$ cat src/design/pba_pkg.sv
// Package for the packed bitfield array: shared widths, codes, reset values
// and the slot location record passed from the locator to the top level.
// No dependencies.
`default_nettype none

package pba_pkg;

  // Default size of the byte store.
  localparam int MEM_BYTES_DEF = 256;

  // Field widths.
  localparam int OP_W    = 2;
  localparam int SLOT_W  = 11;
  localparam int DATA_W  = 8;
  localparam int BPS_W   = 4;
  localparam int COUNT_W = 12;
  localparam int ROW_W   = 16;
  localparam int PADDR_W = 3;
  localparam int PDATA_W = 32;

  // Register reset values.
  localparam logic [BPS_W-1:0]   BPS_RESET   = 4'd8;
  localparam logic [COUNT_W-1:0] COUNT_RESET = 12'd256;

  // Register indexes, taken from the word address.
  localparam logic REG_BPS   = 1'b0;
  localparam logic REG_COUNT = 1'b1;

  typedef enum logic [OP_W-1:0] {
    OP_READ  = 2'd0,
    OP_WRITE = 2'd1,
    OP_CLEAR = 2'd2,
    OP_NOP   = 2'd3
  } op_t;

  typedef enum logic [1:0] {
    ST_IDLE,
    ST_READ,
    ST_CLEAR
  } state_t;

  // Where a slot lies in the two byte banks.
  typedef struct packed {
    logic              oor;       // beyond the slot count or the store
    logic              two;       // slot straddles two bytes
    logic              lo_odd;    // first byte lies in the odd bank
    logic [2:0]        off;       // bit offset within the first byte
    logic [DATA_W-1:0] mask;      // low-order mask of the slot width
    logic [ROW_W-1:0]  even_row;  // row read in the even bank
    logic [ROW_W-1:0]  odd_row;   // row read in the odd bank
  } loc_t;

endpackage

`default_nettype wire

$ cat src/design/pba_bank.sv
// One bank of the byte store: a synchronous RAM with one write port and one
// registered read port. No package dependencies.
`default_nettype none

module pba_bank #(
  parameter  int ROWS = 128,
  localparam int AW   = (ROWS > 1) ? $clog2(ROWS) : 1
) (
  input  wire logic          clk,
  input  wire logic          we,
  input  wire logic [AW-1:0] waddr,
  input  wire logic [7:0]    wdata,
  input  wire logic [AW-1:0] raddr,
  output logic      [7:0]    rdata
);

  logic [7:0] mem [ROWS];

  always_ff @(posedge clk) begin
    if (we) begin
      mem[waddr] <= wdata;
    end
  end

  always_ff @(posedge clk) begin
    rdata <= mem[raddr];
  end

endmodule

`default_nettype wire

$ cat src/design/pba_locate.sv
// Slot locator: works out the bit position of a slot, checks it against the
// slot count and the store size, and gives the bank rows. Uses pba_pkg.
`default_nettype none

module pba_locate #(
  parameter int MEM_BYTES = pba_pkg::MEM_BYTES_DEF
) (
  input  wire logic [pba_pkg::SLOT_W-1:0]  slot,
  input  wire logic [pba_pkg::BPS_W-1:0]   bits_per_slot,
  input  wire logic [pba_pkg::COUNT_W-1:0] slot_count,
  output pba_pkg::loc_t                    loc
);

  logic [3:0]  w;
  logic [14:0] first_bit;
  logic [14:0] last_bit;
  logic [11:0] byte0;
  logic [11:0] last_byte;
  logic [15:0] row;

  always_comb begin
    // Width zero is taken as one and anything above eight as eight.
    if (bits_per_slot == 4'd0) begin
      w = 4'd1;
    end else if (bits_per_slot > 4'd8) begin
      w = 4'd8;
    end else begin
      w = bits_per_slot;
    end

    first_bit = {4'd0, slot} * {11'd0, w};
    last_bit  = first_bit + {11'd0, w} - 15'd1;
    byte0     = first_bit[14:3];
    last_byte = last_bit[14:3];
    row       = {5'd0, byte0[11:1]};

    loc.oor  = ({1'b0, slot} >= slot_count) ||
               ({5'd0, last_byte} >= 17'(MEM_BYTES));
    loc.off  = first_bit[2:0];
    loc.two  = ({1'b0, first_bit[2:0]} + w) > 4'd8;
    loc.lo_odd = byte0[0];
    loc.mask = 8'hFF >> (4'd8 - w);
    // An odd first byte continues in the next row of the even bank.
    loc.even_row = (byte0[0] && loc.two) ? row + 16'd1 : row;
    loc.odd_row  = row;
  end

endmodule

`default_nettype wire

$ cat src/design/packed_bitfield_array.sv
// Top level of the packed bitfield array: command channel, APB register port,
// control sequencer and read-modify-write datapath. Uses pba_pkg, pba_locate
// and pba_bank.
//
// Usage. A command beat (op, slot, value) is taken at a rising edge where
// start is high and busy is low. Each command gives exactly one result beat:
// done is high for one cycle with read_value and out_of_range, and the result
// is taken at the edge that ends that cycle; the receiver cannot stall it.
// The store holds MEM_BYTES bytes split into an even and an odd bank, so the
// two bytes a slot may straddle are read in the same cycle.
// Timing. A read or write is looked up at the accept edge, the bank data
// arrives in the following cycle, where the slot is extracted or merged and
// written back, and the result beat follows in the next cycle. Busy is low
// again by then; a new read or write is not taken while the last one is
// still reading the banks, as their read port is registered. A flagged access
// or an unused op code returns its result in the cycle after acceptance.
// A clear sweeps both banks one row per cycle, with the result beat in the
// cycle after the sweep. Reset runs the same sweep with busy high and gives
// no result beat. Registers: bits_per_slot at byte address 0, slot_count
// at byte address 4; they are to be written only while the block is idle.
`default_nettype none

module packed_bitfield_array #(
  parameter int MEM_BYTES = pba_pkg::MEM_BYTES_DEF
) (
  input  wire logic                          clk,
  input  wire logic                          rst,
  // Command channel
  input  wire logic                          start,
  output logic                               busy,
  input  wire logic [pba_pkg::OP_W-1:0]      op,
  input  wire logic [pba_pkg::SLOT_W-1:0]    slot,
  input  wire logic [pba_pkg::DATA_W-1:0]    value,
  // Result channel
  output logic                               done,
  output logic [pba_pkg::DATA_W-1:0]         read_value,
  output logic                               out_of_range,
  // Register port
  input  wire logic                          psel,
  input  wire logic                          penable,
  input  wire logic                          pwrite,
  input  wire logic [pba_pkg::PADDR_W-1:0]   paddr,
  input  wire logic [pba_pkg::PDATA_W-1:0]   pwdata,
  output logic [pba_pkg::PDATA_W-1:0]        prdata,
  output logic                               pready
);

  // Each bank holds one byte of every byte pair.
  localparam int ROWS = (MEM_BYTES + 1) / 2;
  localparam int AW   = (ROWS > 1) ? $clog2(ROWS) : 1;

  // ---------------------------------------------------------------------
  // Configuration registers
  // ---------------------------------------------------------------------
  logic [pba_pkg::BPS_W-1:0]   bits_per_slot;
  logic [pba_pkg::COUNT_W-1:0] slot_count;
  logic                        cfg_wr;

  assign pready = 1'b1;
  assign cfg_wr = psel && penable && pwrite;

  // The two low address bits are ignored; registers are word aligned.
  always_ff @(posedge clk) begin
    if (rst) begin
      bits_per_slot <= pba_pkg::BPS_RESET;
      slot_count    <= pba_pkg::COUNT_RESET;
    end else if (cfg_wr) begin
      if (paddr[2] == pba_pkg::REG_BPS) begin
        bits_per_slot <= pwdata[pba_pkg::BPS_W-1:0];
      end else begin
        slot_count <= pwdata[pba_pkg::COUNT_W-1:0];
      end
    end
  end

  always_comb begin
    if (paddr[2] == pba_pkg::REG_BPS) begin
      prdata = {{(pba_pkg::PDATA_W - pba_pkg::BPS_W){1'b0}}, bits_per_slot};
    end else begin
      prdata = {{(pba_pkg::PDATA_W - pba_pkg::COUNT_W){1'b0}}, slot_count};
    end
  end

  // ---------------------------------------------------------------------
  // Slot location, worked out from the command ports at acceptance
  // ---------------------------------------------------------------------
  pba_pkg::loc_t loc;

  pba_locate #(
    .MEM_BYTES (MEM_BYTES)
  ) u_locate (
    .slot          (slot),
    .bits_per_slot (bits_per_slot),
    .slot_count    (slot_count),
    .loc           (loc)
  );

  // ---------------------------------------------------------------------
  // Sequencer
  // ---------------------------------------------------------------------
  pba_pkg::state_t state;
  pba_pkg::state_t state_next;
  logic            accept;
  logic            clear_last;
  logic [AW-1:0]   clr_cnt;
  logic            clr_op;     // the running sweep was asked for by a command

  assign accept     = start && !busy;
  assign clear_last = (clr_cnt == AW'(ROWS - 1));

  always_ff @(posedge clk) begin
    if (rst) begin
      state <= pba_pkg::ST_CLEAR;
    end else begin
      state <= state_next;
    end
  end

  always_comb begin
    state_next = state;
    busy       = 1'b1;
    unique case (state)
      pba_pkg::ST_IDLE: begin
        busy = 1'b0;
        if (start) begin
          if (pba_pkg::op_t'(op) == pba_pkg::OP_CLEAR) begin
            state_next = pba_pkg::ST_CLEAR;
          end else if ((pba_pkg::op_t'(op) == pba_pkg::OP_READ ||
                        pba_pkg::op_t'(op) == pba_pkg::OP_WRITE) && !loc.oor) begin
            state_next = pba_pkg::ST_READ;
          end
        end
      end
      pba_pkg::ST_READ: begin
        state_next = pba_pkg::ST_IDLE;
      end
      pba_pkg::ST_CLEAR: begin
        if (clear_last) begin
          state_next = pba_pkg::ST_IDLE;
        end
      end
      default: begin
        state_next = pba_pkg::ST_IDLE;
      end
    endcase
  end

  always_ff @(posedge clk) begin
    if (rst) begin
      clr_cnt <= '0;
      clr_op  <= 1'b0;
    end else if (accept && pba_pkg::op_t'(op) == pba_pkg::OP_CLEAR) begin
      clr_cnt <= '0;
      clr_op  <= 1'b1;
    end else if (state == pba_pkg::ST_CLEAR) begin
      clr_cnt <= clr_cnt + AW'(1);
    end
  end

  // ---------------------------------------------------------------------
  // Access held for the read-modify-write cycle
  // ---------------------------------------------------------------------
  logic          q_write;
  logic [7:0]    q_value;
  logic [2:0]    q_off;
  logic          q_two;
  logic          q_lo_odd;
  logic [7:0]    q_mask;
  logic [AW-1:0] even_row;
  logic [AW-1:0] odd_row;

  always_ff @(posedge clk) begin
    if (accept) begin
      q_write  <= (pba_pkg::op_t'(op) == pba_pkg::OP_WRITE);
      q_value  <= value;
      q_off    <= loc.off;
      q_two    <= loc.two;
      q_lo_odd <= loc.lo_odd;
      q_mask   <= loc.mask;
      even_row <= loc.even_row[AW-1:0];
      odd_row  <= loc.odd_row[AW-1:0];
    end
  end

  // ---------------------------------------------------------------------
  // Byte banks
  // ---------------------------------------------------------------------
  logic          clearing;
  logic          rmw_write;
  logic          even_we;
  logic          odd_we;
  logic [AW-1:0] even_waddr;
  logic [AW-1:0] odd_waddr;
  logic [7:0]    even_wdata;
  logic [7:0]    odd_wdata;
  logic [7:0]    even_rdata;
  logic [7:0]    odd_rdata;

  pba_bank #(
    .ROWS (ROWS)
  ) u_even (
    .clk   (clk),
    .we    (even_we),
    .waddr (even_waddr),
    .wdata (even_wdata),
    .raddr (loc.even_row[AW-1:0]),
    .rdata (even_rdata)
  );

  pba_bank #(
    .ROWS (ROWS)
  ) u_odd (
    .clk   (clk),
    .we    (odd_we),
    .waddr (odd_waddr),
    .wdata (odd_wdata),
    .raddr (loc.odd_row[AW-1:0]),
    .rdata (odd_rdata)
  );

  // ---------------------------------------------------------------------
  // Forwarding: a write lands at the edge that ends the read-modify-write
  // cycle, and busy keeps the next access from issuing its read until the
  // edge after that, so the bank already returns the new byte. The written
  // byte is also held for one cycle and replaces the bank data when the
  // rows match.
  // ---------------------------------------------------------------------
  logic          fwd_even_valid;
  logic          fwd_odd_valid;
  logic [AW-1:0] fwd_even_row;
  logic [AW-1:0] fwd_odd_row;
  logic [7:0]    fwd_even_data;
  logic [7:0]    fwd_odd_data;

  always_ff @(posedge clk) begin
    if (rst) begin
      fwd_even_valid <= 1'b0;
      fwd_odd_valid  <= 1'b0;
    end else begin
      fwd_even_valid <= even_we && !clearing;
      fwd_odd_valid  <= odd_we && !clearing;
    end
  end

  always_ff @(posedge clk) begin
    fwd_even_row  <= even_row;
    fwd_odd_row   <= odd_row;
    fwd_even_data <= even_wdata;
    fwd_odd_data  <= odd_wdata;
  end

  // ---------------------------------------------------------------------
  // Extract and merge
  // ---------------------------------------------------------------------
  logic [7:0]  even_byte;
  logic [7:0]  odd_byte;
  logic [7:0]  lo_byte;
  logic [7:0]  hi_byte;
  logic [15:0] word;
  logic [15:0] shifted;
  logic [15:0] field_mask;
  logic [15:0] field_val;
  logic [15:0] new_word;
  logic [7:0]  slot_val;

  always_comb begin
    even_byte = (fwd_even_valid && fwd_even_row == even_row) ? fwd_even_data : even_rdata;
    odd_byte  = (fwd_odd_valid && fwd_odd_row == odd_row) ? fwd_odd_data : odd_rdata;
    lo_byte   = q_lo_odd ? odd_byte : even_byte;
    hi_byte   = q_lo_odd ? even_byte : odd_byte;
    word      = {(q_two ? hi_byte : 8'h00), lo_byte};

    shifted  = word >> q_off;
    slot_val = shifted[7:0] & q_mask;

    field_mask = {8'h00, q_mask} << q_off;
    field_val  = {8'h00, q_value & q_mask} << q_off;
    new_word   = (word & ~field_mask) | field_val;
  end

  // Write-back in the ST_READ cycle of a write; the sweep owns the banks
  // while clearing.
  always_comb begin
    clearing  = (state == pba_pkg::ST_CLEAR);
    rmw_write = (state == pba_pkg::ST_READ) && q_write;

    even_we = clearing || (rmw_write && (!q_lo_odd || q_two));
    odd_we  = clearing || (rmw_write && (q_lo_odd || q_two));

    even_waddr = clearing ? clr_cnt : even_row;
    odd_waddr  = clearing ? clr_cnt : odd_row;

    if (clearing) begin
      even_wdata = 8'h00;
      odd_wdata  = 8'h00;
    end else if (q_lo_odd) begin
      even_wdata = new_word[15:8];
      odd_wdata  = new_word[7:0];
    end else begin
      even_wdata = new_word[7:0];
      odd_wdata  = new_word[15:8];
    end
  end

  // ---------------------------------------------------------------------
  // Result beat
  // ---------------------------------------------------------------------
  always_ff @(posedge clk) begin
    if (rst) begin
      done <= 1'b0;
    end else begin
      done <= 1'b0;
      if (accept && pba_pkg::op_t'(op) != pba_pkg::OP_CLEAR &&
          (pba_pkg::op_t'(op) == pba_pkg::OP_NOP || loc.oor)) begin
        done <= 1'b1;
      end else if (state == pba_pkg::ST_READ) begin
        done <= 1'b1;
      end else if (clearing && clear_last && clr_op) begin
        done <= 1'b1;
      end
    end
  end

  always_ff @(posedge clk) begin
    if (accept) begin
      read_value   <= 8'h00;
      out_of_range <= (pba_pkg::op_t'(op) == pba_pkg::OP_READ ||
                       pba_pkg::op_t'(op) == pba_pkg::OP_WRITE) && loc.oor;
    end else if (state == pba_pkg::ST_READ) begin
      read_value   <= q_write ? 8'h00 : slot_val;
      out_of_range <= 1'b0;
    end else if (clearing) begin
      read_value   <= 8'h00;
      out_of_range <= 1'b0;
    end
  end

endmodule

`default_nettype wire

$ cat config.mk
export PLATFORM = sky130hd
export DESIGN_NAME = packed_bitfield_array
export DESIGN_NICKNAME = d
export VERILOG_FILES = /design/src/design/pba_pkg.sv /design/src/design/pba_bank.sv /design/src/design/pba_locate.sv /design/src/design/packed_bitfield_array.sv
export SDC_FILE = /design/constraint.sdc
export NUM_CORES = 2
export LEC_CHECK = 0
export ABC_CLOCK_PERIOD_IN_PS = 8260
export BUFFER_PORTS_ARGS = -buffer_cell sky130_fd_sc_hd__buf_2
export CELL_PAD_IN_SITES_DETAIL_PLACEMENT = 0
export CELL_PAD_IN_SITES_GLOBAL_PLACEMENT = 1
export CORE_ASPECT_RATIO = 1.4
export CORE_MARGIN = 1.5
export CORE_UTILIZATION = 35
export DETAILED_ROUTE_END_ITERATION = 12
export GPL_TIMING_DRIVEN = 0
export HOLD_SLACK_MARGIN = 0.05
export MAX_ROUTING_LAYER = met4
export PLACE_DENSITY_LB_ADDON = 0.1
export SETUP_SLACK_MARGIN = 0.15
export SYNTH_ARGS = -nofsm -noshare
export SYNTH_HDL_FRONTEND = slang
export SYNTH_SLANG_ARGS = --single-unit
export TNS_END_PERCENT = 30
$ cat constraint.sdc
create_clock -name clk -period 8.26 [get_ports clk]
set_input_delay 1.239 -clock clk [delete_from_list [all_inputs] [get_ports clk]]
set_output_delay 1.239 -clock clk [all_outputs]
set_load 0.01 [all_outputs]
[After elaboration in Yosys (flattened, before gate mapping)]
Memory sizes are Yosys's and may differ from the RTL's. A register that Yosys moved wholly into a read port is not among the register bits.
Index checks and enable logic that the tools add are counted.
Storage, ports and cells
  logic and storage cells: 128
  output and inout bits: 44
  memory bits (writable): 2048
  flip-flop bits (word level): 104
  input port bits: 62
  memories: 2
Operators by class
  reductions and logical operators: 37
  multipliers: 1
  shifts and indexed selects: 4
  $add $sub $neg: 6
  bitwise operators: 6
  muxes and demuxes: 34
  equal/unequal tests: 12
  magnitude comparators: 4
Memory list
  u_even.mem: depth 128, bits a word 8, rd ports 1, clocked after memory_dff 1, wr ports 1, RTL line pba_bank.sv:17  | logic [7:0] mem [ROWS];
  u_odd.mem: depth 128, bits a word 8, rd ports 1, clocked after memory_dff 1, wr ports 1, RTL line pba_bank.sv:17
Operator list (count)
  $mux 8: 12
  $shl 8x3->16: 2
  $mux 7: 3
  $logic_and 1x1->1: 18
  $and 16x16->16: 1
  $and 8x8->8: 2
  $not 16->16: 1
  $or 16x16->16: 1
  $shr 16x3->8: 1
  $add 15x4->15: 1
  $mul 11x4->15: 1
  $sub 15x1->15 const B: 1
  $add 7x1->7 const B: 2
  $eq 7x7->1: 2
  $ge 11x12->1: 1
  $ge 12x9->1 const B: 1
  $mux 12: 1
  $mux 1: 11
  $gt 4x4->1 const B: 2
  $mux 2: 4
  $mux 4: 2
  $shr 8x4->8 const A: 1
  $eq 7x7->1 const B: 1
  $logic_or 1x1->1: 7
  other kinds (16): 25

[Longest topological paths before layout]
  depth after elaboration: 14
  depth in mapped cells: 30
  gate-level depth less buffers: 23

[Modules after synthesis]
A second synthesis with hierarchy kept.
Second synthesis, totals
  cell total of the unflattened synthesis: 4241
  area total of the unflattened synthesis: 87642.8 µm²
Modules (own cells, without submodules)
  pba_bank: area each 39665.5 µm², times used 2, cells an instance 1635, seq. area each 30909.6 µm²
  packed_bitfield_array: area each 5690.5 µm², times used 1, cells an instance 627, seq. area each 2452.4 µm²
  pba_locate: area each 2621.3 µm², times used 1, cells an instance 344, seq. area each 0.0 µm²

[Worst setup path before layout]
No wires, ideal clock.
  path type: reg2reg
  start point: register even_row[2]
  end point: memory u_odd.mem[0][2], data pin
  cell stages (with the launch flop): 13
  arrival time: 7.554 ns
  path slack: -0.530 ns
  clock period less this slack: 8.790 ns
  buffers on the path: 1
  library setup time: 1.237 ns
  data required time: 7.023 ns
  path through: edfxtp_1 clkbuf_1 xnor2_1 nand4_1 nor2_1 mux2i_1 mux2i_1 nand2_1 a21oi_1 a311oi_1 a21oi_1 nor2_1 a211oi_1
Between the ends
  longest elaborated chain between the ends: 9
  elaborated cells on any way between the ends: 10
  those cells by class: eq/ne (1); mux (6); bitwise (2); reduce/logical (1)
RTL lines
  start, declared: RTL line packed_bitfield_array.sv:169  | logic [AW-1:0] even_row;
  start signal, assigned: RTL line packed_bitfield_array.sv:180  | even_row <= loc.even_row[AW-1:0];
  $eq 7x7->1 (*): RTL line packed_bitfield_array.sv:267  | even_byte = (fwd_even_valid && fwd_even_row == even_row) ? fwd_even_data : even_rdata;
  $logic_and 1x1->1 (*): RTL line packed_bitfield_array.sv:267
  $mux 8 (*): RTL line packed_bitfield_array.sv:267
  $mux 8: RTL line packed_bitfield_array.sv:270  | hi_byte = q_lo_odd ? even_byte : odd_byte;
  $mux 8: RTL line packed_bitfield_array.sv:271  | word = {(q_two ? hi_byte : 8'h00), lo_byte};
  $and 16x16->16 (*): RTL line packed_bitfield_array.sv:278  | new_word = (word & ~field_mask) | field_val;
  $or 16x16->16 (*): RTL line packed_bitfield_array.sv:278
  $mux 8 (*): RTL line packed_bitfield_array.sv:296  | end else if (q_lo_odd) begin
  $mux 8 (*): RTL line packed_bitfield_array.sv:293  | if (clearing) begin
  via odd_wdata[2]: RTL line packed_bitfield_array.sv:195  | logic [7:0] odd_wdata;
  end, declared: RTL line pba_bank.sv:17
The timed path passes the listed nets; every way through them passes the cells marked *.

==> flow_metrics.env <==
export IMPL_final_nets=5542
export IMPL_yosysTopAreaCell="edfxtp_1"
export IMPL_grt_pass1_wl_um=429900
export IMPL_arrival_ns=8.87
export IMPL_synth_area_top_cells="edfxtp_1 (71%), mux4_2 (12%), nand2_1 (2.3%)"
export IMPL_min_path_cells=0
export IMPL_r2r_start="bits_per_slot[3]"
export IMPL_cts_tree="yes"
export IMPL_hold_slack_ns=0.3898
export IMPL_hold_path_end="fwd_even_row[2]"
export IMPL_antenna_found_initial=10
export IMPL_drtAntennaViolNets=0
export IMPL_r2r_end="u_even.rdata[6]"
export IMPL_die_w_um=427.0
export IMPL_async_flop_share_pct=0
export IMPL_worstRegToRegCells=29
export IMPL_max_stage_delay_ns=0.58
export IMPL_place_gp_congestion=0.9109
export IMPL_outcome="complete, but fails checks"
export IMPL_cts_root_buf="clkbuf_16"
export IMPL_grt_max_degree=48
export IMPL_gr_total_overflow=0
export IMPL_port_buffers=62
export IMPL_r2r_slack_ns=0.05
export IMPL_die_area_mm2=0.2547
export IMPL_yosysSeqAreaShare_pct=72.98
export IMPL_tightest_slew_ns=1.521
export IMPL_fp_dieH_um=596.5
export IMPL_start_kind="register"
export IMPL_crit_buf_inv=11
export IMPL_dpl_instance_area_mm2=0.09425
export IMPL_drt_iter0_drc=4582
export IMPL_grt_use_met3_pct=3.115
export IMPL_cts_hold_buf=0
export IMPL_cts_buffer_depth=4
export IMPL_synth_ff_type="edfxtp_1"
export IMPL_cp_top_family="buffers and inverters"
export IMPL_fmax_mhz=121.8
export IMPL_grtUsageTotal_pct=25.58
export IMPL_power_density_mw_per_mm2=251.9
export IMPL_syn_to_final_growth_pct=15.28
export IMPL_syn_area_mm2=0.08807
export IMPL_synth_top_area_share_pct=71.09
export IMPL_maxCapViolations=1
export IMPL_hp_class="reg -> reg"
export IMPL_ys_warn_count=0
export IMPL_endpoint_kind="register"
export IMPL_finalCritPeriodShare_pct=99.39
export IMPL_grt_setup_unrepaired="true"
export IMPL_failed_checks="max-capacitance violations, max-slew violations"
export IMPL_use_met1_pct=28.11
export IMPL_initial_core_util_pct=35.26
export IMPL_grt_pass1_vias=50310
export IMPL_cp_startpoint="bits_per_slot[3]"
export IMPL_setup_viol=0
export IMPL_h_tree_depth=4
export IMPL_hold_viol=0
export IMPL_clk_latency_ns=0.91
export IMPL_p_leak_nw=33.26
export IMPL_relSlewSlack_pct=-1.393
export IMPL_fin_skew_ns=0.07812
export IMPL_synth_edf_count=2085
export IMPL_ys_seq_elements=2168
export IMPL_core_mm2=0.2498
export IMPL_drive_gt1_share_pct=20.65
export IMPL_period_needed_ns=8.210
export IMPL_cpMostUsedCell="nand2_1"
export IMPL_cts_inserted_buffers=222
export IMPL_critPathKind="reg -> reg"
export IMPL_peakVddDrop_uv=177.4
export IMPL_final_area_mm2=0.1015
export IMPL_worstHoldStart="even_row[2]"
export IMPL_cts_sinks=2168
export IMPL_slew_violations=11
export IMPL_drtPass1Iterations=6
export IMPL_wl_per_cell_um=35.73
export IMPL_reg_largest_list="u_even.mem: 1024 flops, u_odd.mem: 1024 flops, slot_count: 12 flops"
export IMPL_synth_cell_types=86
export IMPL_via_per_inst=5.501
export IMPL_met2_usage_pct=46.74
export IMPL_final_common_cell="edfxtp_1"
export IMPL_final_cell_mix="edfxtp_1 (2085), nand2_1 (542), mux4_2 (455)"
export IMPL_synth_area_per_cell_um2=17.56
export IMPL_critPathRequiredTime_ns=8.92
export IMPL_dp_hpwl_um=227400
export IMPL_ioPinCount=106
export IMPL_postSynthCellCount=5015
export IMPL_routed_wl_um=317100
export IMPL_num_vias=48810
export IMPL_crit_fanout=14
export IMPL_drc=0
export IMPL_rows=217
export IMPL_grt_most_used_layer="met2"
export IMPL_cpMaxStageDelayCell="o21ai_0"
export IMPL_clk_pin_slew_worst_paths_ns=0.06
routing by layer:
layer	routed length (µm)	vias to the layer above	share of wire, %
met4	14740	0	4.6
met3	14520	540	4.6
met5	0	-	0
met2	174000	1587	55
met1	113800	26080	36
li1	-	20610	-
synth_stat cells (all sizes together) (5+ instances only):
cell type	count
edfxtp	2085
nand2	543
mux4	455
nor2	368
mux2i	187
a21oi	161
buf	152
clkbuf	139
inv	84
nand3	84
dfxtp	83
o22ai	63
o21ai	61
ha	54
nor4	49
and2	44
a31oi	37
nor3	33
xnor2	29
a32oi	22
a211oi	19
fa	19
o211ai	19
mux2	17
and3	16
a21o	14
nand4	14
nor2b	14
nand2b	11
a221oi	9
xor2	8
a22oi	6
o2111ai	6
o31ai	6
o32ai	6
a311oi	5
o311ai	5
or3	5
cell type report:
type,count,area [µm²]
flip-flops and latches,2168,64270
fillers,22860,148300
clock buffers,285,5897
repair buffers,148,1836
diodes,10,25.02
well taps,3285,4110
inverters,88,337.8
multi-input cells,2488,22600
clock inverters,110,817.0
plain buffers,291,1634
worst max path at each step:
stage	depth (start not counted)	endpoint	slack, ns
floorplan	11	u_odd.mem[0][0]	-0.39
global route	26	u_even.rdata[6]	0.07
finish	29	u_even.rdata[6]	0.05
global placement	11	u_odd.mem[0][0]	-10.17
CTS	30	u_even.rdata[6]	0.16
detailed placement	28	u_even.rdata[7]	-4.97
timing repair:
action,CTS,global route
gates resized for setup,134,9
cloned,0,0
setup endpoints to repair,26,8
pin swaps,4,0
buffers inserted,6,0
stage by stage:
step                      utilization [%]  setup WS (ns)  total power [W]  setup TNS (ns)  cells
final                               40.65        0.05001          0.02557               0   8873
after global routing                40.64        0.07039          0.02618               0   8869
after CTS                           40.62         0.1623          0.02576               0   8862
after detailed placement            37.73         -4.967          0.01608          -53.91   8461
after global placement              37.06         -10.17          0.01604        -9023.51   8382
after floorplan                         -        -0.3896          0.01424         -118.51   5035
cell families after synthesis:
| family | Yosys count | share of synthesized area (%) |
|---|---|---|
| compound gates | 497 | 3.658 |
| buf+inv | 379 | 1.929 |
| simple gates | 1199 | 5.794 |
| mux | 659 | 13.98 |
| xor+xnor | 38 | 0.4546 |
| other cells | 2 | 0.008527 |
| fa+ha+maj | 73 | 1.199 |
| flops | 2168 | 72.98 |
power breakdown:
part | switching [W] | total, W | internal (W)
clock network | 0.00432 | 0.00967 | 0.00535
logic | 0.00255 | 0.00366 | 0.00111
registers | 0.0000501 | 0.0122 | 0.0122
total | 0.00692 | 0.0256 | 0.0186
(Power assumes the default switching activity.)
